--- src/hw/rtl/sorted_set_table_assert.svh ---
// assertion macros used by sorted_set_table.sv
// both sample on clk and are disabled while arst_n is low
`ifndef SORTED_SET_TABLE_ASSERT_SVH
`define SORTED_SET_TABLE_ASSERT_SVH

// same-cycle implication
`define SST_ASSERT_IMP(label, ante, cons) \
	label: assert property (@(posedge clk) disable iff (!arst_n) (ante) |-> (cons)) \
		else $error("sorted set table check failed");

// next-cycle implication
`define SST_ASSERT_NXT(label, ante, cons) \
	label: assert property (@(posedge clk) disable iff (!arst_n) (ante) |=> (cons)) \
		else $error("sorted set table check failed");

`endif

--- src/hw/rtl/sst_pkg.sv ---
package sst_pkg;

	// request kinds carried on s_tuser
	localparam logic [1:0] OP_LOOKUP = 2'd0;
	localparam logic [1:0] OP_INSERT = 2'd1;
	localparam logic [1:0] OP_DELETE = 2'd2;

	localparam int DEF_CAPACITY = 64;

	// port widths
	localparam int IN_DATA_W  = 32;
	localparam int IN_USER_W  = 2;
	localparam int VALUE_W    = 32;
	localparam int COUNT_W    = 7;
	localparam int OUT_DATA_W = 16;

	// controller to datapath commands
	typedef struct packed {
		logic start;
		logic read;
		logic eval;
		logic tail;
		logic emit;
	} sst_cmd_t;

	// datapath to controller status
	typedef struct packed {
		logic at_end;
		logic stop;
		logic out_free;
	} sst_stat_t;

endpackage

--- src/hw/rtl/sst_ctrl.sv ---
module sst_ctrl
	import sst_pkg::*;
(
	input  logic      clk,
	input  logic      arst_n,
	input  logic      s_tvalid,
	output logic      s_tready,
	input  sst_stat_t stat,
	output sst_cmd_t  cmd
);

	localparam logic [1:0] ST_IDLE = 2'd0;
	localparam logic [1:0] ST_CHK  = 2'd1;
	localparam logic [1:0] ST_RD   = 2'd2;
	localparam logic [1:0] ST_FIN  = 2'd3;

	logic [1:0] state_q;
	logic [1:0] state_d;

	// next state and command decode
	always_comb begin
		state_d  = state_q;
		cmd      = '0;
		s_tready = 1'b0;
		unique case (state_q)
			ST_IDLE: begin
				s_tready = 1'b1;
				if (s_tvalid) begin
					cmd.start = 1'b1;
					state_d   = ST_CHK;
				end
			end
			ST_CHK: begin
				if (stat.at_end) begin
					cmd.tail = 1'b1;
					state_d  = ST_FIN;
				end else begin
					cmd.read = 1'b1;
					state_d  = ST_RD;
				end
			end
			ST_RD: begin
				cmd.eval = 1'b1;
				state_d  = stat.stop ? ST_FIN : ST_CHK;
			end
			ST_FIN: begin
				if (stat.out_free) begin
					cmd.emit = 1'b1;
					state_d  = ST_IDLE;
				end
			end
			default: begin
				state_d = ST_IDLE;
			end
		endcase
	end

	// state register
	always_ff @(posedge clk or negedge arst_n) begin
		if (!arst_n) begin
			state_q <= ST_IDLE;
		end else begin
			state_q <= state_d;
		end
	end

endmodule

--- src/hw/rtl/sst_dpath.sv ---
module sst_dpath
	import sst_pkg::*;
#(
	parameter int CAPACITY = DEF_CAPACITY
) (
	input  logic                  clk,
	input  logic                  arst_n,
	input  sst_cmd_t              cmd,
	output sst_stat_t             stat,
	input  logic [IN_DATA_W-1:0]  s_tdata,
	input  logic [IN_USER_W-1:0]  s_tuser,
	output logic                  m_tvalid,
	input  logic                  m_tready,
	output logic [OUT_DATA_W-1:0] m_tdata
);

	localparam int CW = $clog2(CAPACITY + 1);
	localparam int AW = (CAPACITY > 1) ? $clog2(CAPACITY) : 1;
	localparam int PAD_W = OUT_DATA_W - COUNT_W - 2;

	// entry store, never cleared: only entries below the count are read
	logic signed [VALUE_W-1:0] mem [CAPACITY];

	logic [1:0]                op_q;
	logic signed [VALUE_W-1:0] val_q;
	logic [CW-1:0]             idx_q;
	logic [CW-1:0]             count_q;
	logic signed [VALUE_W-1:0] carry_q;
	logic signed [VALUE_W-1:0] rd_data_q;
	logic                      found_q;
	logic                      hit_q;
	logic                      rej_q;
	logic                      m_tvalid_q;
	logic [OUT_DATA_W-1:0]     m_tdata_q;

	logic [CW-1:0]             idx_m1;
	logic                      e_lt;
	logic                      e_eq;
	logic                      is_ins;
	logic                      is_del;
	logic                      full;
	logic                      we;
	logic [AW-1:0]             waddr;
	logic signed [VALUE_W-1:0] wdata;

	// compare of the fetched entry against the request value
	assign idx_m1 = idx_q - CW'(1);
	assign e_lt   = rd_data_q < val_q;
	assign e_eq   = rd_data_q == val_q;
	assign is_ins = op_q == OP_INSERT;
	assign is_del = op_q == OP_DELETE;
	assign full   = count_q == CW'(CAPACITY);

	// status back to the controller
	assign stat.at_end   = idx_q == count_q;
	assign stat.stop     = !found_q && !e_lt && (e_eq ? !is_del : (!is_ins || full));
	assign stat.out_free = !m_tvalid_q || m_tready;

	// store write select
	always_comb begin
		we    = 1'b0;
		waddr = idx_q[AW-1:0];
		wdata = val_q;
		if (cmd.tail && is_ins) begin
			if (found_q) begin
				we    = 1'b1;
				wdata = carry_q;
			end else if (!full) begin
				we = 1'b1;
			end
		end else if (cmd.eval) begin
			if (!found_q) begin
				// new value goes in front of the first larger entry
				we = !e_lt && !e_eq && is_ins && !full;
			end else if (is_ins) begin
				we    = 1'b1;
				wdata = carry_q;
			end else if (is_del) begin
				we    = 1'b1;
				waddr = idx_m1[AW-1:0];
				wdata = rd_data_q;
			end
		end
	end

	// single port store, registered read
	always_ff @(posedge clk) begin
		if (we) begin
			mem[waddr] <= wdata;
		end
		if (cmd.read) begin
			rd_data_q <= mem[idx_q[AW-1:0]];
		end
	end

	// request payload and shift carry
	always_ff @(posedge clk) begin
		if (cmd.start) begin
			op_q  <= s_tuser;
			val_q <= s_tdata[VALUE_W-1:0];
		end
		if (cmd.eval) begin
			carry_q <= rd_data_q;
		end
	end

	// scan index, flags and element count
	always_ff @(posedge clk or negedge arst_n) begin
		if (!arst_n) begin
			idx_q   <= '0;
			count_q <= '0;
			found_q <= 1'b0;
			hit_q   <= 1'b0;
			rej_q   <= 1'b0;
		end else if (cmd.start) begin
			idx_q   <= '0;
			found_q <= 1'b0;
			hit_q   <= 1'b0;
			rej_q   <= 1'b0;
		end else if (cmd.eval) begin
			if (found_q) begin
				idx_q <= idx_q + CW'(1);
			end else if (e_lt) begin
				idx_q <= idx_q + CW'(1);
			end else if (e_eq) begin
				hit_q <= 1'b1;
				if (is_del) begin
					found_q <= 1'b1;
					idx_q   <= idx_q + CW'(1);
				end
			end else if (is_ins) begin
				if (full) begin
					rej_q <= 1'b1;
				end else begin
					found_q <= 1'b1;
					idx_q   <= idx_q + CW'(1);
				end
			end
		end else if (cmd.tail) begin
			if (is_ins) begin
				if (found_q || !full) begin
					count_q <= count_q + CW'(1);
				end else begin
					rej_q <= 1'b1;
				end
			end else if (is_del && found_q) begin
				count_q <= count_q - CW'(1);
			end
		end
	end

	// result register
	always_ff @(posedge clk or negedge arst_n) begin
		if (!arst_n) begin
			m_tvalid_q <= 1'b0;
		end else if (cmd.emit) begin
			m_tvalid_q <= 1'b1;
		end else if (m_tready) begin
			m_tvalid_q <= 1'b0;
		end
	end

	always_ff @(posedge clk) begin
		if (cmd.emit) begin
			m_tdata_q <= {PAD_W'(0), rej_q, COUNT_W'(count_q), hit_q};
		end
	end

	assign m_tvalid = m_tvalid_q;
	assign m_tdata  = m_tdata_q;

endmodule

--- src/hw/rtl/sorted_set_table.sv ---
// channel  dir  tdata                                  tuser
// s        in   [31:0] value                           [1:0] op
// m        out  [0] was_present [7:1] count            -
//               [8] rejected_full [15:9] zero
//
// per request: each entry visited passes through a check state and a read state
// (single-port store, registered read, entries shifted on the way) until the scan
// stops on an entry or runs to the end; then the result waits for the output
// reset clears the count and control state; the store needs no clearing pass
// the next request is accepted while a result still waits on m
// a finished request holds in the controller until the result register frees
`include "sorted_set_table_assert.svh"

module sorted_set_table
	import sst_pkg::*;
#(
	parameter int CAPACITY = DEF_CAPACITY
) (
	input  logic                  clk,
	input  logic                  arst_n,
	input  logic                  s_tvalid,
	output logic                  s_tready,
	input  logic [IN_DATA_W-1:0]  s_tdata,  // [31:0] value
	input  logic [IN_USER_W-1:0]  s_tuser,  // [1:0] op
	output logic                  m_tvalid,
	input  logic                  m_tready,
	output logic [OUT_DATA_W-1:0] m_tdata   // [0] was_present, [7:1] count, [8] rejected_full
);

	sst_cmd_t  cmd;
	sst_stat_t stat;

	sst_ctrl u_ctrl (
		.clk      (clk),
		.arst_n   (arst_n),
		.s_tvalid (s_tvalid),
		.s_tready (s_tready),
		.stat     (stat),
		.cmd      (cmd)
	);

	sst_dpath #(
		.CAPACITY (CAPACITY)
	) u_dpath (
		.clk      (clk),
		.arst_n   (arst_n),
		.cmd      (cmd),
		.stat     (stat),
		.s_tdata  (s_tdata),
		.s_tuser  (s_tuser),
		.m_tvalid (m_tvalid),
		.m_tready (m_tready),
		.m_tdata  (m_tdata)
	);

	// a refused insert only happens with the store full and the value absent
	`SST_ASSERT_IMP(a_rej_count, m_tvalid && m_tdata[8], m_tdata[7:1] == COUNT_W'(CAPACITY))
	`SST_ASSERT_IMP(a_rej_absent, m_tvalid && m_tdata[8], !m_tdata[0])
	// the controller goes busy right after taking a request
	`SST_ASSERT_NXT(a_busy_after_take, s_tvalid && s_tready, !s_tready)

endmodule
--- config.mk ---
export PLATFORM = sky130hd
export DESIGN_NAME = sorted_set_table
export DESIGN_NICKNAME = d
export VERILOG_FILES = /design/src/hw/rtl/sst_pkg.sv /design/src/hw/rtl/sst_ctrl.sv /design/src/hw/rtl/sst_dpath.sv /design/src/hw/rtl/sorted_set_table.sv
export VERILOG_INCLUDE_DIRS = /design/src /design/src/hw/rtl
export SDC_FILE = /design/constraint.sdc
export NUM_CORES = 2
export LEC_CHECK = 0
export BUFFER_PORTS_ARGS = -buffer_cell sky130_fd_sc_hd__buf_2
export CORE_UTILIZATION = 55
export CTS_BUF_LIST = sky130_fd_sc_hd__clkbuf_4 sky130_fd_sc_hd__clkbuf_8
export DETAILED_ROUTE_END_ITERATION = 8
export PLACE_DENSITY_LB_ADDON = 0.08
export SLEW_MARGIN = 20
export SYNTH_ARGS = -nofsm -noshare
export SYNTH_HDL_FRONTEND = slang
export SYNTH_SLANG_ARGS = --single-unit
--- constraint.sdc ---
create_clock -name clk -period 6.8 [get_ports clk]
set_input_delay 1.02 -clock clk [delete_from_list [all_inputs] [get_ports clk]]
set_output_delay 1.02 -clock clk [all_outputs]
set_load 0.03 [all_outputs]
After elaboration in Yosys (flattened, before gate mapping)
Memory sizes are Yosys's and may differ from the RTL's. A register that Yosys moved wholly into a read port is not among the register bits.
Cells that the tools add are included.
{"block": "word_totals", "in_bits": 38, "word_cells": 140, "output_inout_bits": 18, "ram_bits": 2048, "reg_bits": 95, "n_memories": 1}
{"name": "u_dpath.mem", "depth": 64, "width": 32, "read_ports": 1, "rd_clocked_by_memory_dff": 1, "write_ports": 1, "line": "sst_dpath.sv:22", "source": "logic signed [VALUE_W-1:0] mem [CAPACITY];"}
{"block": "classes", "n_eq_ne": 20, "add_sub_neg": 4, "muxes": 70, "bitwise": 2, "order_cmp": 1, "reduce_logical": 31}
{"operator": "$mux 32", "n": 6}
{"operator": "$mux 7", "n": 11}
{"operator": "$mux 1", "n": 44}
{"operator": "$eq 32x32->1", "n": 1}
{"operator": "$lt 32x32->1", "n": 1}
{"operator": "$mux 6", "n": 5}
{"operator": "$add 7x1->7 const B", "n": 2}
{"operator": "$ne 3x3->1 const B", "n": 4}
{"operator": "$ne 2x2->1 const B", "n": 5}
{"operator": "$pmux 2 s4", "n": 1}
{"operator": "$reduce_and 4->1", "n": 2}
{"operator": "$reduce_and 8->1", "n": 1}
{"operator": "$reduce_bool 2->1", "n": 4}
{"operator": "$eq 7x7->1", "n": 1}
{"operator": "$eq 7x7->1 const B", "n": 1}
{"operator": "$logic_and 1x1->1", "n": 7}
{"operator": "$logic_not 1->1", "n": 7}
{"operator": "$sub 7x1->7 const B", "n": 1}
{"operator": "$eq 2x2->1 const B", "n": 3}
{"operator": "$mux 2", "n": 3}
{"operator": "$reduce_bool 3->1", "n": 2}
{"operator": "$sub 6x1->6 const B", "n": 1}
{"operator": "$ne 5x2->1 const B", "n": 1}
{"operator": "$ne 5x3->1 const B", "n": 1}
{"operator": "other kinds (9)", "n": 13}

Longest topological paths before layout
{"block": "depth", "depth_word": 10, "ltp_mapped": 14, "ltp_nobuf": 11}

Cells and area by module
From an unflattened synthesis, not the netlist that was laid out.
{"block": "unflattened", "hier_cells": 3537, "area_unflattened_um2": 84327.1}
{"module": "sst_dpath", "seq_area_each_um2": 65162.5, "n_inst": 1, "area_each_um2": 84209.5, "cells_per_inst": 3524}
{"module": "sst_ctrl", "seq_area_each_um2": 50.0, "n_inst": 1, "area_each_um2": 117.6, "cells_per_inst": 13}

Worst setup path before layout
OpenSTA, ideal clock, no wires.
{"block": "synth_path", "path_type": "flip-flop to flip-flop", "start": "reg u_dpath.idx_q[0]", "end": "mem u_dpath.mem[50][0] (enable)", "n_path_buf": 6, "stages_incl_launch_ff": 14, "arrival_ns": 5.784, "period_less_slack_ns": 6.297, "required_ns": 6.287, "slack_ns": 0.503, "setup_time_ns": 0.513, "path_cell_list": "dfrtp_1 > clkbuf_1 > buf_2 > buf_4 > buf_2 > buf_2 > inv_1 > ha_1 > clkbuf_1 > o21ai_0 > nor3_1 > a31oi_1 > o32a_1 > nor4b_1"}
{"block": "synth_between", "elab_chain_len": 7, "elab_cells_between_ends": 13, "cone_classes": "add/sub: 1; eq/ne: 1; mux: 10; reduce/logical: 1"}
{"element": "start: declaration", "line": "sst_dpath.sv:26", "source": "logic [CW-1:0] idx_q;"}
{"element": "start signal: assignment", "line": "sst_dpath.sv:122", "source": "idx_q <= idx_q + CW'(1);"}
{"element": "start signal: assignment", "line": "sst_dpath.sv:124", "source": "idx_q <= idx_q + CW'(1);"}
{"element": "start signal: assignment", "line": "sst_dpath.sv:129", "source": "idx_q <= idx_q + CW'(1);"}
{"element": "parallel branches: the longest is 7 deep, another holds $sub 6x1->6"}
{"element": "end: declaration", "line": "sst_dpath.sv:22"}
Parallel ways; which one is timed is not known.

Final worst setup path
{"block": "layout_path", "start": "reg u_dpath.rd_data_q[13], read port of u_dpath.mem", "end": "mem u_dpath.mem[21][11] (enable)"}
{"block": "layout_between", "elab_chain_len": 10, "elab_cells_between_ends": 12, "cone_classes": "order compare: 1; eq/ne: 1; mux: 5; reduce/logical: 5"}
{"element": "start: declaration", "line": "sst_dpath.sv:29", "source": "logic signed [VALUE_W-1:0] rd_data_q;"}
{"element": "$lt 32x32->1 / $eq 32x32->1 (equally long branches)", "line": "sst_dpath.sv:48, sst_dpath.sv:49"}
{"element": "$logic_not 1->1", "line": "sst_dpath.sv:74", "source": "we = !e_lt && !e_eq && is_ins && !full;"}
{"element": "$logic_and 1x1->1 * (3 in a row)", "line": "sst_dpath.sv:74"}
{"element": "$mux 1 *", "line": "sst_dpath.sv:72", "source": "if (!found_q) begin"}
{"element": "$mux 1 *", "line": "sst_dpath.sv:71", "source": "end else if (cmd.eval) begin"}
{"element": "$mux 1 *", "line": "sst_dpath.sv:64", "source": "if (cmd.tail && is_ins) begin"}
{"element": "$mux 1 *", "line": "sst_dpath.sv:88", "source": "if (we) begin"}
{"element": "$mux 1 (not written as such) *", "line": "sst_dpath.sv:89", "source": "mem[waddr] <= wdata;"}
Mark *: on every way between the ends. The rest lies on a longest branch, timed or not.

==> key figures <==
Floorplanning
  – Die Area: about 0.15 mm2
  – Die height: just under 400 um
  – Placeable Area: between 0.15 and 0.2 mm2
  – Row count: 143
  – Initial Util: 0.5535
  – Die W: a little under 400 um
  – IO Count: 56

Setup path
  – Slowest-stage cell, CP: nor4_1
  – Max stage delay on crit path: 0.99 ns
  – WP data arrival: ~5.7 ns
  – Delay-heaviest family, CP: simple AND/OR/NAND/NOR gates
  – Crit path capture type: register
  – Critical path class: register to register
  – Most frequent cell on the critical path: buf_4
  – CP Buf/Inv Count: 2
  – WP data required: approximately 7.4 ns
  – CP Launch Type: register
  – Worst path cell trace: ha_1 > nand4_1 > nor4_1 > a21boi_0 > o31a_1 > nor3_2 > o41a_2 > buf_4 > nor4_2 > buf_4
  – CP max FO: 60

Yosys
  – Cell taking the most area after synthesis: edfxtp_1
  – Yosys warnings: 0
  – #FFs+latches synth: 2175
  – Number of flops mapped to enable cells by yosys: about 2200
  – FFs w/ async S/R, synth: 0.009195
  – Post-synth cell types: 65
  – Synth area leaders: edfxtp_1, mux4_2, ha_1
  – Ys flop type: edfxtp_1
  – Synth Area per Inst: 23.95 um2
  – Seq/Total Area, Yosys: 0.7757
  – Cells after synthesis: ~3500
  – Synth top area share: 0.7697
  – Cell Area, Synth: about 0.084 mm2

Place
  – Post-DP HPWL: 118700 um
  – Routability congestion estimate: 0.8282
  – IO buf count: 48

Drt
  – Average wire per standard cell: around 33 um
  – 1st-pass router iterations: 6
  – Final ANT Viol Nets: 0
  – Drt total wl: approximately 200000 um
  – DR vias/cell: 6.384
  – Iteration-0 DRC Markers: about 4100
  – Via count: slightly below 40000
  – DRC violations left: 0

STA
  – Max Clk Rate: 197.3 MHz
  – Post-route setup TNS: 0 ns
  – Pins Over Slew Limit: 0
  – Minimum clock period: 5.068 ns
  – Worst Max-Slew Pin Slew: 1.120 ns
  – Final setup viols: 0
  – Skew final: between 0.07 and 0.08 ns
  – Fin crit share: 0.7454
  – Rel. slew slack: 0.2467
  – RSZ-0062 raised after global routing: no
  – Endpoints failing hold: 0

Global route
  – Vias in the first global route: just over 40000
  – Gr ovfl total: 0
  – Pin count of the biggest net entering global routing: 128
  – First-pass GRT wire length: ~290000 um
  – Initial antenna violation count: 17
  – Total track usage: 0.2684

Clock network
  – CTS buffer count: roughly 360
  – Clk_lat worst skew: a little over 1 ns
  – Post-CTS setup buffers: 0
  – TritonCTS clock tree: done
  – Sink Count: between 2000 and 2500
  – H-tree Lvls: 5
  – CTS clk-pin slew, worst paths: roughly 0.060 ns
  – CTS Buffer Depth: 4
  – CTS Root Cell: clkbuf_8

Power
  – P_sw: around 11 mW
  – Power share of the clock group: 0.290
  – Switch share: 0.2953
  – Leak: about 29 nW
  – Power per cell area: 385.1 mW/mm2
  – Maximum VDD drop: 332.1 uV
  – Overall Power: ~36 mW
  – Int Pwr: between 20 and 30 mW
  – Seq pwr share: 0.452
  – Combinational Power Share: 0.259

Finish
  – Commonest non-fill, non-tap cell in the layout: edfxtp_1
  – Final #Nets: 3977
  – Fillcell total: around 10000
  – Final core utilization: 0.6226
  – Most frequent cells in the layout: edfxtp_1, mux4_2, clkbuf_8
  – P&R area growth vs syn: 12.48%
  – Layout cells sized above 1: 0.3646

Flow run
  – Max Cap Viol: 0

Worst hold path
  – Worst Hold Class: input port to register

Run status
  – Outcome: finished clean
## final timing paths
| kind | from | to | slack (ns) | cells after the start |
|---|---|---|---|---|
| worst max-delay path | u_dpath.rd_data_q[13] | u_dpath.mem[21][11] | 1.73 | 10 |
| worst min-delay path | s_tdata[17] | u_dpath.val_q[17] | 0.19 | 1 |
| worst max register to register | u_dpath.rd_data_q[13] | u_dpath.mem[21][11] | 1.73 | 10 |
| worst min register to register | u_dpath.rd_data_q[15] | u_dpath.carry_q[15] | 0.49 | 0 |
| max in group asynchronous | arst_n | u_dpath.idx_q[2] | 5.80 | 2 |
| min in group asynchronous | arst_n | u_dpath.m_tvalid | 0.52 | 2 |
## sequential cells by signal (all words and copies together), names as in the netlist
| register | flops |
|---|---|
| u_ctrl.state_q | 2 |
| u_dpath.m_tdata | 9 |
| u_dpath.hit_q | 1 |
| u_dpath.carry_q | 32 |
| u_dpath.rd_data_q | 32 |
| u_dpath.idx_q | 7 |
| u_dpath.m_tvalid | 1 |
| u_dpath.mem | 2048 |
| u_dpath.found_q | 1 |
| u_dpath.rej_q | 1 |
| u_dpath.count_q | 7 |
| u_dpath.op_q | 2 |
| u_dpath.val_q | 32 |
## worst reg2reg max path, stage by stage, from the launching register on
cell      delay [ns]
edfxtp_1        0.42
ha_1            0.35
nand4_1         0.19
nor4_1          0.99
a21boi_0        0.28
o31a_1          0.25
nor3_2          0.13
o41a_2          0.58
buf_4           0.43
nor4_2          0.42
buf_4           0.59
## power groups by stage
stage / registers (mW) / clock network (mW) / logic [mW]
final: 16.4 / 10.6 / 9.42
after global routing: 16.5 / 11.3 / 9.94
after CTS: 16.4 / 10.8 / 9.48
after detailed placement: 16.7 / 0 / 9.45
after global placement: 16.7 / 0 / 9.29
after floorplan: 16.5 / 0 / 6.14
## per-stage QoR
| step | hold WS [ns] | cells | worst slack, ns | cell area (um2) |
|---|---|---|---|---|
| final | 0.1935 | 6163 | 1.732 | 94570 |
| after global routing | 0.1339 | 6162 | 1.533 | 94570 |
| after CTS | 0.09672 | 6153 | 1.800 | 94460 |
| after detailed placement | 0.4731 | 5564 | 1.828 | 88020 |
| after global placement | 0.4665 | 5562 | 1.916 | 87980 |
| after floorplan | 0.4248 | 3517 | 0.5031 | 84100 |
## cell type report
| type | instances | area, um2 | area share |
|---|---|---|---|
| repair buffers | 215 | 1664 | 0.01760 |
| clock inverters | 125 | 690.7 | 0.007303 |
| multi-input cells | 1105 | 18520 | 0.1958 |
| flip-flops and latches | 2175 | 65240 | 0.6898 |
| well taps | 2030 | 2540 | 0.02686 |
| clock buffers | 463 | 5741 | 0.06070 |
| diodes | 5 | 12.51 | 0.0001323 |
| inverters | 45 | 168.9 | 0.001786 |
## routing by layer
layer  GRT usage  part of all wire
met4     0.07308             0.021
met2      0.4152              0.48
met5    0.004785           0.00057
met3     0.05945             0.090
met1      0.3911              0.41
## timing repair
action,in CTS,in global routing
endpoints found under the setup margin,0,0
endpoints found under the hold margin,20,0
resized for setup,0,0
hold buffers,1,0
## synth_stat cells (2+ instances only)
library cell and count:
buf_2 32, and2_1 2, and3_1 3, edfxtp_1 2155, mux2_2 4, a31oi_1 3
buf_4 9, o21a_1 4, mux2i_1 7, nor2b_1 7, o22ai_1 32, a21oi_1 19
ha_1 41, and4_1 3, a32oi_1 5, o21bai_1 2, nand3_1 7, o211ai_1 3
nand2b_1 11, nor4_1 20, xor2_1 5, nor3_1 53, xnor2_1 10, o21ai_0 10
dfrtp_1 20, mux4_2 672, clkbuf_1 119, inv_1 44, buf_1 30, a22oi_1 5
nand2_1 28, buf_6 2, nor4b_1 4, nand4_1 8, a21o_1 8, or3_1 2
nor2_1 91, a22o_1 2, a211oi_1 3
## cells by family after synthesis
family          after synthesis  share of synthesized area
fa+ha+maj                    42                   0.006340
compound gates              111                   0.008900
xor+xnor                     15                   0.001563
mux                         683                     0.1814
simple gates                247                    0.01448
buf+inv                     237                    0.01164
other cells                   1                 0.00004460
flops                      2175                     0.7757
No activity file was read; power rests on OpenSTA's default activity.
